[config.mk]
export PLATFORM = sky130hd
export DESIGN_NAME = hue_rotate_rgb_led_drive_unit
export DESIGN_NICKNAME = d
export VERILOG_FILES = /design/src/design/hrl_pkg.sv /design/src/design/hrl_trig.sv /design/src/design/hrl_mul.sv /design/src/design/hue_rotate_rgb_led_drive_unit.sv
export SDC_FILE = /design/constraint.sdc
export NUM_CORES = 1
export LEC_CHECK = 0
export BUFFER_PORTS_ARGS = -buffer_cell sky130_fd_sc_hd__buf_2
export CAP_MARGIN = 30
export CELL_PAD_IN_SITES_DETAIL_PLACEMENT = 0
export CELL_PAD_IN_SITES_GLOBAL_PLACEMENT = 2
export CORE_ASPECT_RATIO = 1.4
export CORE_MARGIN = 1.5
export CORE_UTILIZATION = 36
export CTS_CLUSTER_DIAMETER = 100
export CTS_CLUSTER_SIZE = 30
export DETAILED_ROUTE_END_ITERATION = 16
export GPL_ROUTABILITY_DRIVEN = 0
export PLACE_DENSITY = 0.77
export SETUP_SLACK_MARGIN = 0.15
export SYNTH_ARGS = -nofsm -noshare
export SYNTH_HDL_FRONTEND = slang
export SYNTH_SLANG_ARGS = --single-unit
[constraint.sdc]
create_clock -name i_clk -period 8.95 [get_ports i_clk]
set_input_delay 0.895 -clock i_clk [delete_from_list [all_inputs] [get_ports i_clk]]
set_output_delay 0.895 -clock i_clk [all_outputs]
set_load 0.005 [all_outputs]
[src/design/hrl_pkg.sv]
// ============================================================================
// hrl_pkg
// Shared constants for the hue rotation RGB LED drive unit: field widths,
// angle folding points, trig table build constants and register map.
// ============================================================================
package hrl_pkg;

    // Payload widths
    localparam int LEVEL_W  = 8;
    localparam int DIRECT_W = 16;
    localparam int HUE_W    = 9;
    localparam int BR_W     = 8;

    localparam logic [LEVEL_W-1:0] LEVEL_MAX = 8'd255;

    // Operation codes
    localparam logic OP_DIRECT = 1'b0;
    localparam logic OP_HUE    = 1'b1;

    // Angle folding points in whole degrees
    localparam logic [HUE_W-1:0] HUE_Q1   = 9'd90;
    localparam logic [HUE_W-1:0] HUE_Q2   = 9'd180;
    localparam logic [HUE_W-1:0] HUE_Q3   = 9'd270;
    localparam logic [HUE_W-1:0] HUE_FULL = 9'd360;

    // Trig table: index 0..90 degrees, built in Q28 at elaboration
    localparam int          TAB_IDX_W = 7;
    localparam int          Q28_BITS  = 28;
    localparam int          TAYLOR_N  = 10;
    localparam logic [63:0] PI_Q28    = 64'd843314857;
    localparam logic [63:0] Q28_ONE   = 64'd1 << Q28_BITS;
    // sin(60) serves as sqrt(3)/2
    localparam logic [TAB_IDX_W-1:0] K_DEG = 7'd60;

    // Configuration port
    localparam int   ADDR_W   = 3;
    localparam int   APB_DW   = 32;
    localparam logic REG_COMMON_CATHODE = 1'b0;  // word index

endpackage

[src/design/hrl_trig.sv]
// ============================================================================
// hrl_trig
// Folds a hue angle into the first quadrant and looks up signed cosine and
// sine with TRIG_FRAC_BITS fraction bits; results are registered on load.
// ============================================================================
module hrl_trig #(
    parameter int TRIG_FRAC_BITS = 14
) (
    input  logic                        i_clk,
    input  logic                        i_load,
    input  logic [hrl_pkg::HUE_W-1:0]   i_hue,
    output logic signed [TRIG_FRAC_BITS+1:0] o_cos,
    output logic signed [TRIG_FRAC_BITS+1:0] o_sin,
    output logic [TRIG_FRAC_BITS:0]     o_k
);
    import hrl_pkg::*;

    localparam int F         = TRIG_FRAC_BITS;
    localparam int TAB_DEPTH = 1 << TAB_IDX_W;

    typedef logic [F:0] t_tab [0:TAB_DEPTH-1];

    function automatic t_tab f_build(input logic want_sin);
        t_tab        tab;
        logic [63:0] x;
        logic [63:0] ct;
        logic [63:0] cs;
        logic [63:0] st;
        logic [63:0] ss;
        logic [63:0] v;
        int          d;
        int          k;
        for (d = 0; d < TAB_DEPTH; d++) begin
            tab[d] = '0;
            if (d <= int'(HUE_Q1)) begin
                x  = (64'(d) * PI_Q28 + 64'd90) / 64'd180;
                ct = Q28_ONE;
                cs = Q28_ONE;
                st = x;
                ss = x;
                for (k = 1; k <= TAYLOR_N; k++) begin
                    ct = ((ct * x) >> Q28_BITS) / 64'((2 * k - 1) * (2 * k));
                    st = ((st * x) >> Q28_BITS) / 64'((2 * k) * (2 * k + 1));
                    if (k[0]) begin
                        cs = cs - ct;
                        ss = ss - st;
                    end else begin
                        cs = cs + ct;
                        ss = ss + st;
                    end
                end
                v = want_sin ? ss : cs;
                // wrapped below zero reads as zero, then clamp to one
                if (v > (64'd1 << 63)) v = '0;
                if (v > Q28_ONE) v = Q28_ONE;
                v = (v + (64'd1 << (Q28_BITS - 1 - F))) >> (Q28_BITS - F);
                tab[d] = v[F:0];
            end
        end
        return tab;
    endfunction

    localparam t_tab COS_TAB = f_build(1'b0);
    localparam t_tab SIN_TAB = f_build(1'b1);

    logic [HUE_W-1:0]     w_ang;
    logic [HUE_W-1:0]     w_idx_full;
    logic [TAB_IDX_W-1:0] w_idx;
    logic                 w_cos_neg;
    logic                 w_sin_neg;
    logic signed [F+1:0]  w_cos_mag;
    logic signed [F+1:0]  w_sin_mag;
    logic signed [F+1:0]  r_cos;
    logic signed [F+1:0]  r_sin;

    // 360 and above wrap once; the input never reaches 720
    assign w_ang = (i_hue >= HUE_FULL) ? i_hue - HUE_FULL : i_hue;

    always_comb begin
        priority if (w_ang <= HUE_Q1) begin
            w_idx_full = w_ang;
            w_cos_neg  = 1'b0;
            w_sin_neg  = 1'b0;
        end else if (w_ang <= HUE_Q2) begin
            w_idx_full = HUE_Q2 - w_ang;
            w_cos_neg  = 1'b1;
            w_sin_neg  = 1'b0;
        end else if (w_ang <= HUE_Q3) begin
            w_idx_full = w_ang - HUE_Q2;
            w_cos_neg  = 1'b1;
            w_sin_neg  = 1'b1;
        end else begin
            w_idx_full = HUE_FULL - w_ang;
            w_cos_neg  = 1'b0;
            w_sin_neg  = 1'b1;
        end
    end

    assign w_idx     = w_idx_full[TAB_IDX_W-1:0];
    assign w_cos_mag = signed'({1'b0, COS_TAB[w_idx]});
    assign w_sin_mag = signed'({1'b0, SIN_TAB[w_idx]});

    always_ff @(posedge i_clk) begin
        if (i_load) begin
            r_cos <= w_cos_neg ? -w_cos_mag : w_cos_mag;
            r_sin <= w_sin_neg ? -w_sin_mag : w_sin_mag;
        end
    end

    assign o_cos = r_cos;
    assign o_sin = r_sin;
    assign o_k   = SIN_TAB[K_DEG];

endmodule

[src/design/hrl_mul.sv]
// ============================================================================
// hrl_mul
// Shared signed multiplier with a registered product, issued by the
// sequencer once per step.
// ============================================================================
module hrl_mul #(
    parameter int A_W = 30,
    parameter int B_W = 16
) (
    input  logic                       i_clk,
    input  logic                       i_go,
    input  logic signed [A_W-1:0]      i_a,
    input  logic signed [B_W-1:0]      i_b,
    output logic signed [A_W+B_W-1:0]  o_prod
);
    logic signed [A_W+B_W-1:0] r_prod;

    always_ff @(posedge i_clk) begin
        if (i_go) begin
            r_prod <= (A_W + B_W)'(i_a) * (A_W + B_W)'(i_b);
        end
    end

    assign o_prod = r_prod;

endmodule

[src/design/hue_rotate_rgb_led_drive_unit.sv]
// ============================================================================
// hue_rotate_rgb_led_drive_unit
// Turns a direct colour or a hue angle with brightness into three saturated
// LED levels with polarity, and flags the channels whose level changed.
// ============================================================================
// Sequencing: a direct colour goes straight to the final step, which registers
//   the result valid; a hue rotation first makes four passes through one multiplier.
// A new item is taken only when the previous one has left the final step; a
//   waiting result holds the final step.
// Reset: synchronous active low; clears the sequencer, the result valid and
//   the stored levels, and sets common_cathode to 1.
module hue_rotate_rgb_led_drive_unit #(
    parameter int TRIG_FRAC_BITS = 14
) (
    input  logic                               i_clk,
    input  logic                               i_rst_n,
    // input channel
    input  logic                               i_in_valid,
    output logic                               o_in_ready,
    input  logic                               i_op,
    input  logic signed [hrl_pkg::DIRECT_W-1:0] i_red_in,
    input  logic signed [hrl_pkg::DIRECT_W-1:0] i_green_in,
    input  logic signed [hrl_pkg::DIRECT_W-1:0] i_blue_in,
    input  logic [hrl_pkg::HUE_W-1:0]          i_hue_degrees,
    input  logic [hrl_pkg::BR_W-1:0]           i_brightness,
    // result channel
    output logic                               o_out_valid,
    input  logic                               i_out_ready,
    output logic [hrl_pkg::LEVEL_W-1:0]        o_red_level,
    output logic [hrl_pkg::LEVEL_W-1:0]        o_green_level,
    output logic [hrl_pkg::LEVEL_W-1:0]        o_blue_level,
    output logic                               o_red_changed,
    output logic                               o_green_changed,
    output logic                               o_blue_changed,
    // configuration
    input  logic                               psel,
    input  logic                               penable,
    input  logic                               pwrite,
    input  logic [hrl_pkg::ADDR_W-1:0]         paddr,
    input  logic [hrl_pkg::APB_DW-1:0]         pwdata,
    output logic [hrl_pkg::APB_DW-1:0]         prdata,
    output logic                               pready
);
    import hrl_pkg::*;

    localparam int F  = TRIG_FRAC_BITS;
    localparam int WA = 2 * F + 2;
    localparam int WB = F + 2;
    localparam int WP = WA + WB;

    localparam logic signed [WA-1:0] ONE_A  = WA'(64'd1 << F);
    localparam logic signed [WA-1:0] HALF_A = WA'(64'd1 << (F - 1));

    localparam logic [2:0] ST_IDLE = 3'd0;
    localparam logic [2:0] ST_KS   = 3'd1;
    localparam logic [2:0] ST_GRN  = 3'd2;
    localparam logic [2:0] ST_BLU  = 3'd3;
    localparam logic [2:0] ST_RED  = 3'd4;
    localparam logic [2:0] ST_FIN  = 3'd5;

    function automatic logic [LEVEL_W-1:0] f_sat_direct(
        input logic signed [DIRECT_W-1:0] v
    );
        logic [LEVEL_W-1:0] u;
        if (v[DIRECT_W-1]) u = '0;
        else if (|v[DIRECT_W-2:LEVEL_W]) u = LEVEL_MAX;
        else u = v[LEVEL_W-1:0];
        return u;
    endfunction

    logic [2:0]          r_state;
    logic [2:0]          n_state;
    logic                r_cc;
    logic                r_op;
    logic [BR_W-1:0]     r_br;
    logic [LEVEL_W-1:0]  r_lvl_r;
    logic [LEVEL_W-1:0]  r_lvl_g;
    logic [LEVEL_W-1:0]  r_lvl_b;
    logic signed [WA-1:0] r_ks;
    logic [LEVEL_W-1:0]  r_last_r;
    logic [LEVEL_W-1:0]  r_last_g;
    logic [LEVEL_W-1:0]  r_last_b;
    logic                r_chg_r;
    logic                r_chg_g;
    logic                r_chg_b;
    logic                r_out_valid;

    logic                w_in_xfer;
    logic                w_cfg_wr;
    logic                w_fin_go;
    logic signed [F+1:0] w_cos;
    logic signed [F+1:0] w_sin;
    logic [F:0]          w_k;
    logic signed [WA-1:0] w_cos_a;
    logic signed [WA-1:0] w_base;
    logic signed [WA-1:0] w_ks_now;
    logic signed [WA-1:0] w_sum_g;
    logic signed [WA-1:0] w_sum_b;
    logic signed [WA-1:0] w_sum_r;
    logic signed [WB-1:0] w_br_b;
    logic                w_mul_go;
    logic signed [WA-1:0] w_mul_a;
    logic signed [WB-1:0] w_mul_b;
    logic signed [WP-1:0] w_prod;
    logic [LEVEL_W-1:0]  w_prod_lvl;
    logic [LEVEL_W-1:0]  w_raw_r;
    logic [LEVEL_W-1:0]  w_pol_r;
    logic [LEVEL_W-1:0]  w_pol_g;
    logic [LEVEL_W-1:0]  w_pol_b;

    assign o_in_ready = (r_state == ST_IDLE);
    assign w_in_xfer  = i_in_valid && o_in_ready;
    assign w_fin_go   = (r_state == ST_FIN) && (!r_out_valid || i_out_ready);

    // configuration port
    assign pready   = 1'b1;
    assign w_cfg_wr = psel && penable && pwrite && pready
                      && (paddr[ADDR_W-1] == REG_COMMON_CATHODE);
    assign prdata   = (paddr[ADDR_W-1] == REG_COMMON_CATHODE) ? APB_DW'(r_cc) : '0;

    hrl_trig #(
        .TRIG_FRAC_BITS (F)
    ) u_trig (
        .i_clk  (i_clk),
        .i_load (w_in_xfer),
        .i_hue  (i_hue_degrees),
        .o_cos  (w_cos),
        .o_sin  (w_sin),
        .o_k    (w_k)
    );

    // channel sums in Q(2F)
    assign w_cos_a  = WA'(w_cos);
    assign w_base   = (ONE_A - w_cos_a) <<< (F - 1);
    assign w_ks_now = w_prod[WA-1:0];
    assign w_sum_g  = w_base + w_ks_now;
    assign w_sum_b  = w_base - r_ks;
    assign w_sum_r  = (HALF_A + w_cos_a) <<< F;
    assign w_br_b   = WB'(signed'({1'b0, r_br}));

    always_comb begin
        unique case (r_state)
            ST_KS: begin
                w_mul_go = 1'b1;
                w_mul_a  = WA'(w_sin);
                w_mul_b  = signed'({1'b0, w_k});
            end
            ST_GRN: begin
                w_mul_go = 1'b1;
                w_mul_a  = w_sum_g;
                w_mul_b  = w_br_b;
            end
            ST_BLU: begin
                w_mul_go = 1'b1;
                w_mul_a  = w_sum_b;
                w_mul_b  = w_br_b;
            end
            ST_RED: begin
                w_mul_go = 1'b1;
                w_mul_a  = w_sum_r;
                w_mul_b  = w_br_b;
            end
            default: begin
                w_mul_go = 1'b0;
                w_mul_a  = '0;
                w_mul_b  = '0;
            end
        endcase
    end

    hrl_mul #(
        .A_W (WA),
        .B_W (WB)
    ) u_mul (
        .i_clk  (i_clk),
        .i_go   (w_mul_go),
        .i_a    (w_mul_a),
        .i_b    (w_mul_b),
        .o_prod (w_prod)
    );

    // drop 2F fraction bits; anything negative saturates to zero anyway
    always_comb begin
        if (w_prod[WP-1]) w_prod_lvl = '0;
        else if (|w_prod[WP-2:2*F+LEVEL_W]) w_prod_lvl = LEVEL_MAX;
        else w_prod_lvl = w_prod[2*F+LEVEL_W-1:2*F];
    end

    assign w_raw_r = (r_op == OP_HUE) ? w_prod_lvl : r_lvl_r;
    assign w_pol_r = r_cc ? w_raw_r : LEVEL_MAX - w_raw_r;
    assign w_pol_g = r_cc ? r_lvl_g : LEVEL_MAX - r_lvl_g;
    assign w_pol_b = r_cc ? r_lvl_b : LEVEL_MAX - r_lvl_b;

    always_comb begin
        n_state = r_state;
        unique case (r_state)
            ST_IDLE: begin
                if (w_in_xfer) n_state = (i_op == OP_DIRECT) ? ST_FIN : ST_KS;
            end
            ST_KS:  n_state = ST_GRN;
            ST_GRN: n_state = ST_BLU;
            ST_BLU: n_state = ST_RED;
            ST_RED: n_state = ST_FIN;
            ST_FIN: begin
                if (w_fin_go) n_state = ST_IDLE;
            end
            default: n_state = ST_IDLE;
        endcase
    end

    // control state
    always_ff @(posedge i_clk) begin
        if (!i_rst_n) begin
            r_state     <= ST_IDLE;
            r_cc        <= 1'b1;
            r_out_valid <= 1'b0;
            r_last_r    <= '0;
            r_last_g    <= '0;
            r_last_b    <= '0;
        end else begin
            r_state <= n_state;
            if (w_cfg_wr) r_cc <= pwdata[0];
            if (w_fin_go) begin
                r_out_valid <= 1'b1;
                r_last_r    <= w_pol_r;
                r_last_g    <= w_pol_g;
                r_last_b    <= w_pol_b;
            end else if (i_out_ready) begin
                r_out_valid <= 1'b0;
            end
        end
    end

    // payload
    always_ff @(posedge i_clk) begin
        if (w_in_xfer) begin
            r_op    <= i_op;
            r_br    <= i_brightness;
            r_lvl_r <= f_sat_direct(i_red_in);
            r_lvl_g <= f_sat_direct(i_green_in);
            r_lvl_b <= f_sat_direct(i_blue_in);
        end
        if (r_state == ST_GRN) r_ks    <= w_ks_now;
        if (r_state == ST_BLU) r_lvl_g <= w_prod_lvl;
        if (r_state == ST_RED) r_lvl_b <= w_prod_lvl;
        if (w_fin_go) begin
            r_chg_r <= (w_pol_r != r_last_r);
            r_chg_g <= (w_pol_g != r_last_g);
            r_chg_b <= (w_pol_b != r_last_b);
        end
    end

    assign o_out_valid     = r_out_valid;
    assign o_red_level     = r_last_r;
    assign o_green_level   = r_last_g;
    assign o_blue_level    = r_last_b;
    assign o_red_changed   = r_chg_r;
    assign o_green_changed = r_chg_g;
    assign o_blue_changed  = r_chg_b;

endmodule

# Yosys cells after proc, flatten, opt, wreduce, memory -nomap -nowiden
# Memories as Yosys holds them, arrays and structs flattened.
# Index checks and enable logic that the tools add are counted.
# Widths: inputs -> output; s select.
# op_classes
addsub	13
mul	1
n_lt_le_gt_ge	5
n_eq_ne	10
mux	40
n_bitwise	2
n_reduce_logical	18
# ops
cell	count
$mux 8	15
$pmux 30 s4	1
$mux 15	6
$mul 30x15->45	1
$neg 15->16	2
$add 30x30->30	1
$sub 30x30->30	1
$pmux 14 s2	1
$ne 8x8->1	3
$sub 8x8->8 const A	3
$mux 7	3
$reduce_or 7->1	3
$pmux 3 s6	1
$sub 16x16->17 const A	1
$add 15x16->16 const A	1
$ge 9x9->1 const B	1
$le 9x7->1 const B	1
$le 9x8->1 const B	1
$le 9x9->1 const B	1
$mux 1	9
$mux 3	3
$mux 9	1
$reduce_or 9->1	1
$sub 9x9->9 const B	1
other kinds (19)	27
# word_totals
ff_bits	173
romBits	3840
inputBits	108
output_inout_bits	62
elab_cells	111
mem_count	2
# memory_table
memory	depth	word_bits	read_ports	rd_clocked_by_memory_dff	wr	line	text
(name not given)	128	15	1	0	0	hrl_trig.sv:100	assign w_cos_mag = signed'({1'b0, COS_TAB[w_idx]});
(name not given)	128	15	1	0	0	hrl_trig.sv:101	assign w_sin_mag = signed'({1'b0, SIN_TAB[w_idx]});

# Logic depth before layout (Yosys ltp)
# logic_depth
word_depth	12
ltp_mapped	43
ltp_nobuf	43

# By module
# Synthesis repeated with hierarchy kept, for this count alone.
# hier_totals
hier_cells	3677
area_unflattened_um2	31926.9
# modules_own_cells
module	instances	cells_per_inst	area_each_um2	seq_area_each_um2
hrl_mul	1	1984	18286.3	1381.3
hue_rotate_rgb_led_drive_unit	1	886	7617.3	2562.5
hrl_trig	1	807	6023.3	960.9

# Worst setup path before layout
# No wires, ideal clock.
# synth_path
path_kind	reg-to-reg
startpoint	register u_trig.r_cos[0], in the netlist u_trig.o_cos[0]
endpoint	register u_mul.r_prod[43], in the netlist u_mul.o_prod[43], data pin
setup_ns	0.258
arrival_ns	9.341
required_time_ns	8.692
setup_slack_ns	-0.649
path_stages_with_launch	40
path_buffers	0
period_less_slack_ns	9.599
path_cell_list	edfxtp_1 -> inv_1 -> ha_1 -> nand2_1 -> or3_1 -> or3_1 -> or2_2 -> nor4_1 -> nor3b_1 -> xor2_1 -> ha_1 -> or3_1 -> o21ai_0 -> a21oi_1 -> xnor2_1 -> a221oi_1 -> nor2_1 -> fa_1 -> (+4 left out) -> fa_1 -> fa_1 -> inv_1 -> fa_1 -> inv_1 -> ha_1 -> a21o_1 -> a21oi_1 -> nand2_1 -> o211ai_1 -> nand3_1 -> o211ai_1 -> o22ai_1 -> o21a_1 -> o21ai_0 -> nand2b_1 -> a21oi_1 -> xnor2_1
# synth_via
elab_chain_len	4
elab_cells_between_ends	6
cone_classes	add/sub (4); mul (1); mux (1)
# synth_lines
item	line	text
start, declared	hrl_trig.sv:73	logic signed [F+1:0] r_cos;
start signal, assigned	hrl_trig.sv:105	r_cos <= w_cos_neg ? -w_cos_mag : w_cos_mag;
$sub 16x16->17	hue_rotate_rgb_led_drive_unit.sv:134	assign w_base = (ONE_A - w_cos_a) <<< (F - 1);
$sub 30x30->30 or $add 30x30->30 (tied branches)	hue_rotate_rgb_led_drive_unit.sv:137, hue_rotate_rgb_led_drive_unit.sv:136	
$pmux 30 s4 (*)	hue_rotate_rgb_led_drive_unit.sv:142	unique case (r_state)
$mul 30x15->45 (*)	hrl_mul.sv:20	r_prod <= (A_W + B_W)'(i_a) * (A_W + B_W)'(i_b);
end signal, assigned	hrl_mul.sv:20	
end, declared	hrl_mul.sv:16	logic signed [A_W+B_W-1:0] r_prod;
# Every way passes the cells marked *; elsewhere a longest branch is shown, timed or not.
# A chain may end at the register's enable or synchronous reset.

# Final worst setup path
# layout_path
startpoint	register u_trig.r_cos[1], in the netlist u_trig.o_cos[1]
endpoint	register u_mul.r_prod[43], in the netlist u_mul.o_prod[43], data pin
# The elaborated chain is that of the path after synthesis.

==> metrics <==
Via-to-Cell Ratio=5.311; Design Area, Final=31900 sq um; vias=22870; path type of the worst setup path=reg -> reg; R2R depth=44; Post-Syn Area per Cell=8.954 sq um; Antenna Nets Post-Route=0; fillers=between 7000 and 8000; First DRT Iteration DRCs=roughly 1500; most common cell in the netlist=inv_1; worst setup margin=-0.2470 ns; Hold Crit Start=u_mul.o_prod[10]$_DFFE_PN_; Clock Skews=between 0.02 and 0.025 ns; pwr dens=a little over 300 nW/um^2; drt pass-1 iters=8; Setup TNS=-0.9443 ns; core region area=73050 sq um; GR Util All Layers=0.2311; CP top delay family=adder cells; Worst EP required=9.18 ns; Post-synth EDFFs=about 140; Place WS=-0.6549 ns; min Tclk post-route=9.197 ns; failing checks=negative setup slack; peak supply drop=between 0.15 and 0.2 mV; Syn Std Cell Area=26640 sq um; Max Clock Freq=between 0.1 and 0.15 GHz; count of different cell masters after synthesis=111; Worst Tran Pin Value=1.043 ns; period utilisation layout=1.028; Routed WL=roughly 86000 microns; die height=324.9 microns; vias in the first global route=24110; endpoints failing setup=7; CTS Hold Bufs=0; IO Pins=170; Worst path slowest cell=fa_1; Synth area leaders=fa_1, edfxtp_1, ha_1; Die Wd=232.9 microns; P_leak=15.10 nW; cts bufs inserted=17; clk_lat worst skew=~0.47 ns; nets@finish=3976; H-tree depth=4; Die Area=between 70000 and 80000 sq um; Crit path top cell by count=fa_1; IO Port Bufs=104; Reg-to-Reg Start=u_trig.o_cos[1]$_DFFE_PP_; worst path bufs/invs=8; Synth top cells by count=inv_1, fa_1, nand2_1, nor2_1, ha_1; Primary FF master, synth=edfxtp_1; Crit. End Element=flop; Final HPWL DP=70590 microns; hold slack=roughly 0.46 ns; hold path depth=0; Inserted Diodes=0; status=finished, violations left; Slew Limit Headroom=0.2986; largest net degree at the start of global routing=66; Worst R2R End=u_mul.o_prod[43]$_DFFE_PN_; max-cap violation count=0; Synth top area share=0.2653; clock buffer depth=2; RSZ-0062 raised after global routing=true; Cell Area, Placed=30360 sq um; async set-reset flop share out of synthesis=0; register bit total from synthesis=172; critical path arrival=9.43 ns; Root Buffer=clkbuf_16; Syn Inst Count=2975; initial antenna violation count=1; Startpoint Class=flop; initial core utilization=0.3647; flop-to-flop setup slack=-0.25 ns; HP Class=reg -> reg; Seq/Total Area, Yosys=0.1830; Crit path depth=44; Ys Warns=0; DR WL/cell=20.00 microns; Residual DRC=0; share of cells above drive strength 1=0.2096; Sink Count=172; Synth area leader=fa_1; hold endpoint=r_ks[10]$_DFFE_PP_; Slew Viols, Final=0; Critical Path Max Stage Delay=0.53 ns; final hold vios=0; CTS tree=built; Crit Path Max Fanout=5; GRT overflow=0; num rows=117; total power draw=0.009923 W; first-pass GRT wire length=134300 microns; area grow syn2layout=19.75%; clk slew on worst S/H paths=0.09 ns
==> repair_timing <==
action,4_1_cts,5_1_grt
pin swaps,49,50
buffers inserted,16,17
setup endpoints to repair,17,18
gates resized for setup,82,75
==> registers in the layout, summed over array words and instances (netlist names) <==
signal,flops
o_blue_changed,1
o_blue_level,8
o_green_changed,1
o_green_level,8
o_out_valid,1
o_red_changed,1
o_red_level,8
r_br,8
r_cc,1
r_ks,30
r_lvl_b,8
r_lvl_g,8
r_lvl_r,8
r_op,1
r_state,3
u_mul.o_prod,45
u_trig.o_cos,16
u_trig.o_sin,16
==> kinds of logic (layout without fill, tap and decap cells) <==
group,after synthesis,in the layout,share of synthesized area
buffers and inverters,666,1015,0.1023
DFF,172,172,0.1830
and+or+nand+nor,798,798,0.1479
xor gates and xnor gates,174,174,0.05721
adders and majority gates,527,527,0.3470
AOI/OAI and AO/OA,612,612,0.1526
other,2,32,0.0002819
muxes,24,24,0.009675
==> power by group <==
part / total [W] / internal, W / leakage (nW) / switching, W
registers: 0.00144 / 0.00129 / 1.59 / 0.000150
clock network: 0.000794 / 0.000420 / 0.304 / 0.000374
logic: 0.00769 / 0.00349 / 13.2 / 0.00420
==> per-layer routing <==
metal | track usage | share of wire
met4 | 0.1153 | 0.053
met2 | 0.4288 | 0.53
met5 | 0 | 0
met1 | 0.2595 | 0.38
met3 | 0.02227 | 0.041
==> placed cells by master (no fill, tap or decap), types with 33 or more instances in the layout <==
master / instances
o21ai_0: 91
a21o_1: 33
and2_1: 54
and3_1: 42
nand2_1: 272
xnor2_1: 80
ha_1: 160
nor3_1: 44
fa_1: 349
o21ai_1: 43
a21oi_1: 156
buf_2: 108
xor2_1: 83
nor2_1: 165
inv_1: 501
buf_4: 347
edfxtp_1: 143
==> worst reg2reg max path, delay by kind of cell, from the launching register on <==
kind	cells	cell delay, ns
xor+xnor	3	0.38
simple gates	10	1.94
flops	1	0.40
fa+ha+maj	9	3.59
buf+inv	8	0.66
compound gates	14	2.03
==> final cells by class <==
cell class / count / area [sq um] / area share
clock inverter: 13 / 141.4 / 0.004432
multi-input combinational: 2167 / 19980 / 0.6264
clock buffer: 19 / 464.2 / 0.01455
timing repair buffer: 468 / 3312 / 0.1038
tap: 952 / 1191 / 0.03734
sequential: 172 / 4875 / 0.1528
inverter: 515 / 1936 / 0.06068
==> per-stage QoR <==
step,util,std cells
floorplan,-,3005
global placement,0.4152,4235
detailed placement,0.4156,4238
CTS,0.4303,4286
global route,0.4367,4306
finish,0.4367,4306
==> worst max path at each step <==
stage / start / endpoint / slack [ns]
2_1_floorplan: u_trig.o_cos[0]$_DFFE_PP_ / u_mul.o_prod[43]$_DFFE_PN_ / 0.02
3_3_place_gp: u_trig.o_cos[0]$_DFFE_PP_ / u_mul.o_prod[43]$_DFFE_PN_ / -0.58
3_5_place_dp: u_trig.o_cos[0]$_DFFE_PP_ / u_mul.o_prod[43]$_DFFE_PN_ / -0.65
4_1_cts: u_trig.o_cos[0]$_DFFE_PP_ / u_mul.o_prod[44]$_DFFE_PN_ / -0.22
5_1_grt: u_trig.o_cos[1]$_DFFE_PP_ / u_mul.o_prod[43]$_DFFE_PN_ / -0.66
6_report: u_trig.o_cos[1]$_DFFE_PP_ / u_mul.o_prod[43]$_DFFE_PN_ / -0.25
(Power assumes the default switching activity.)
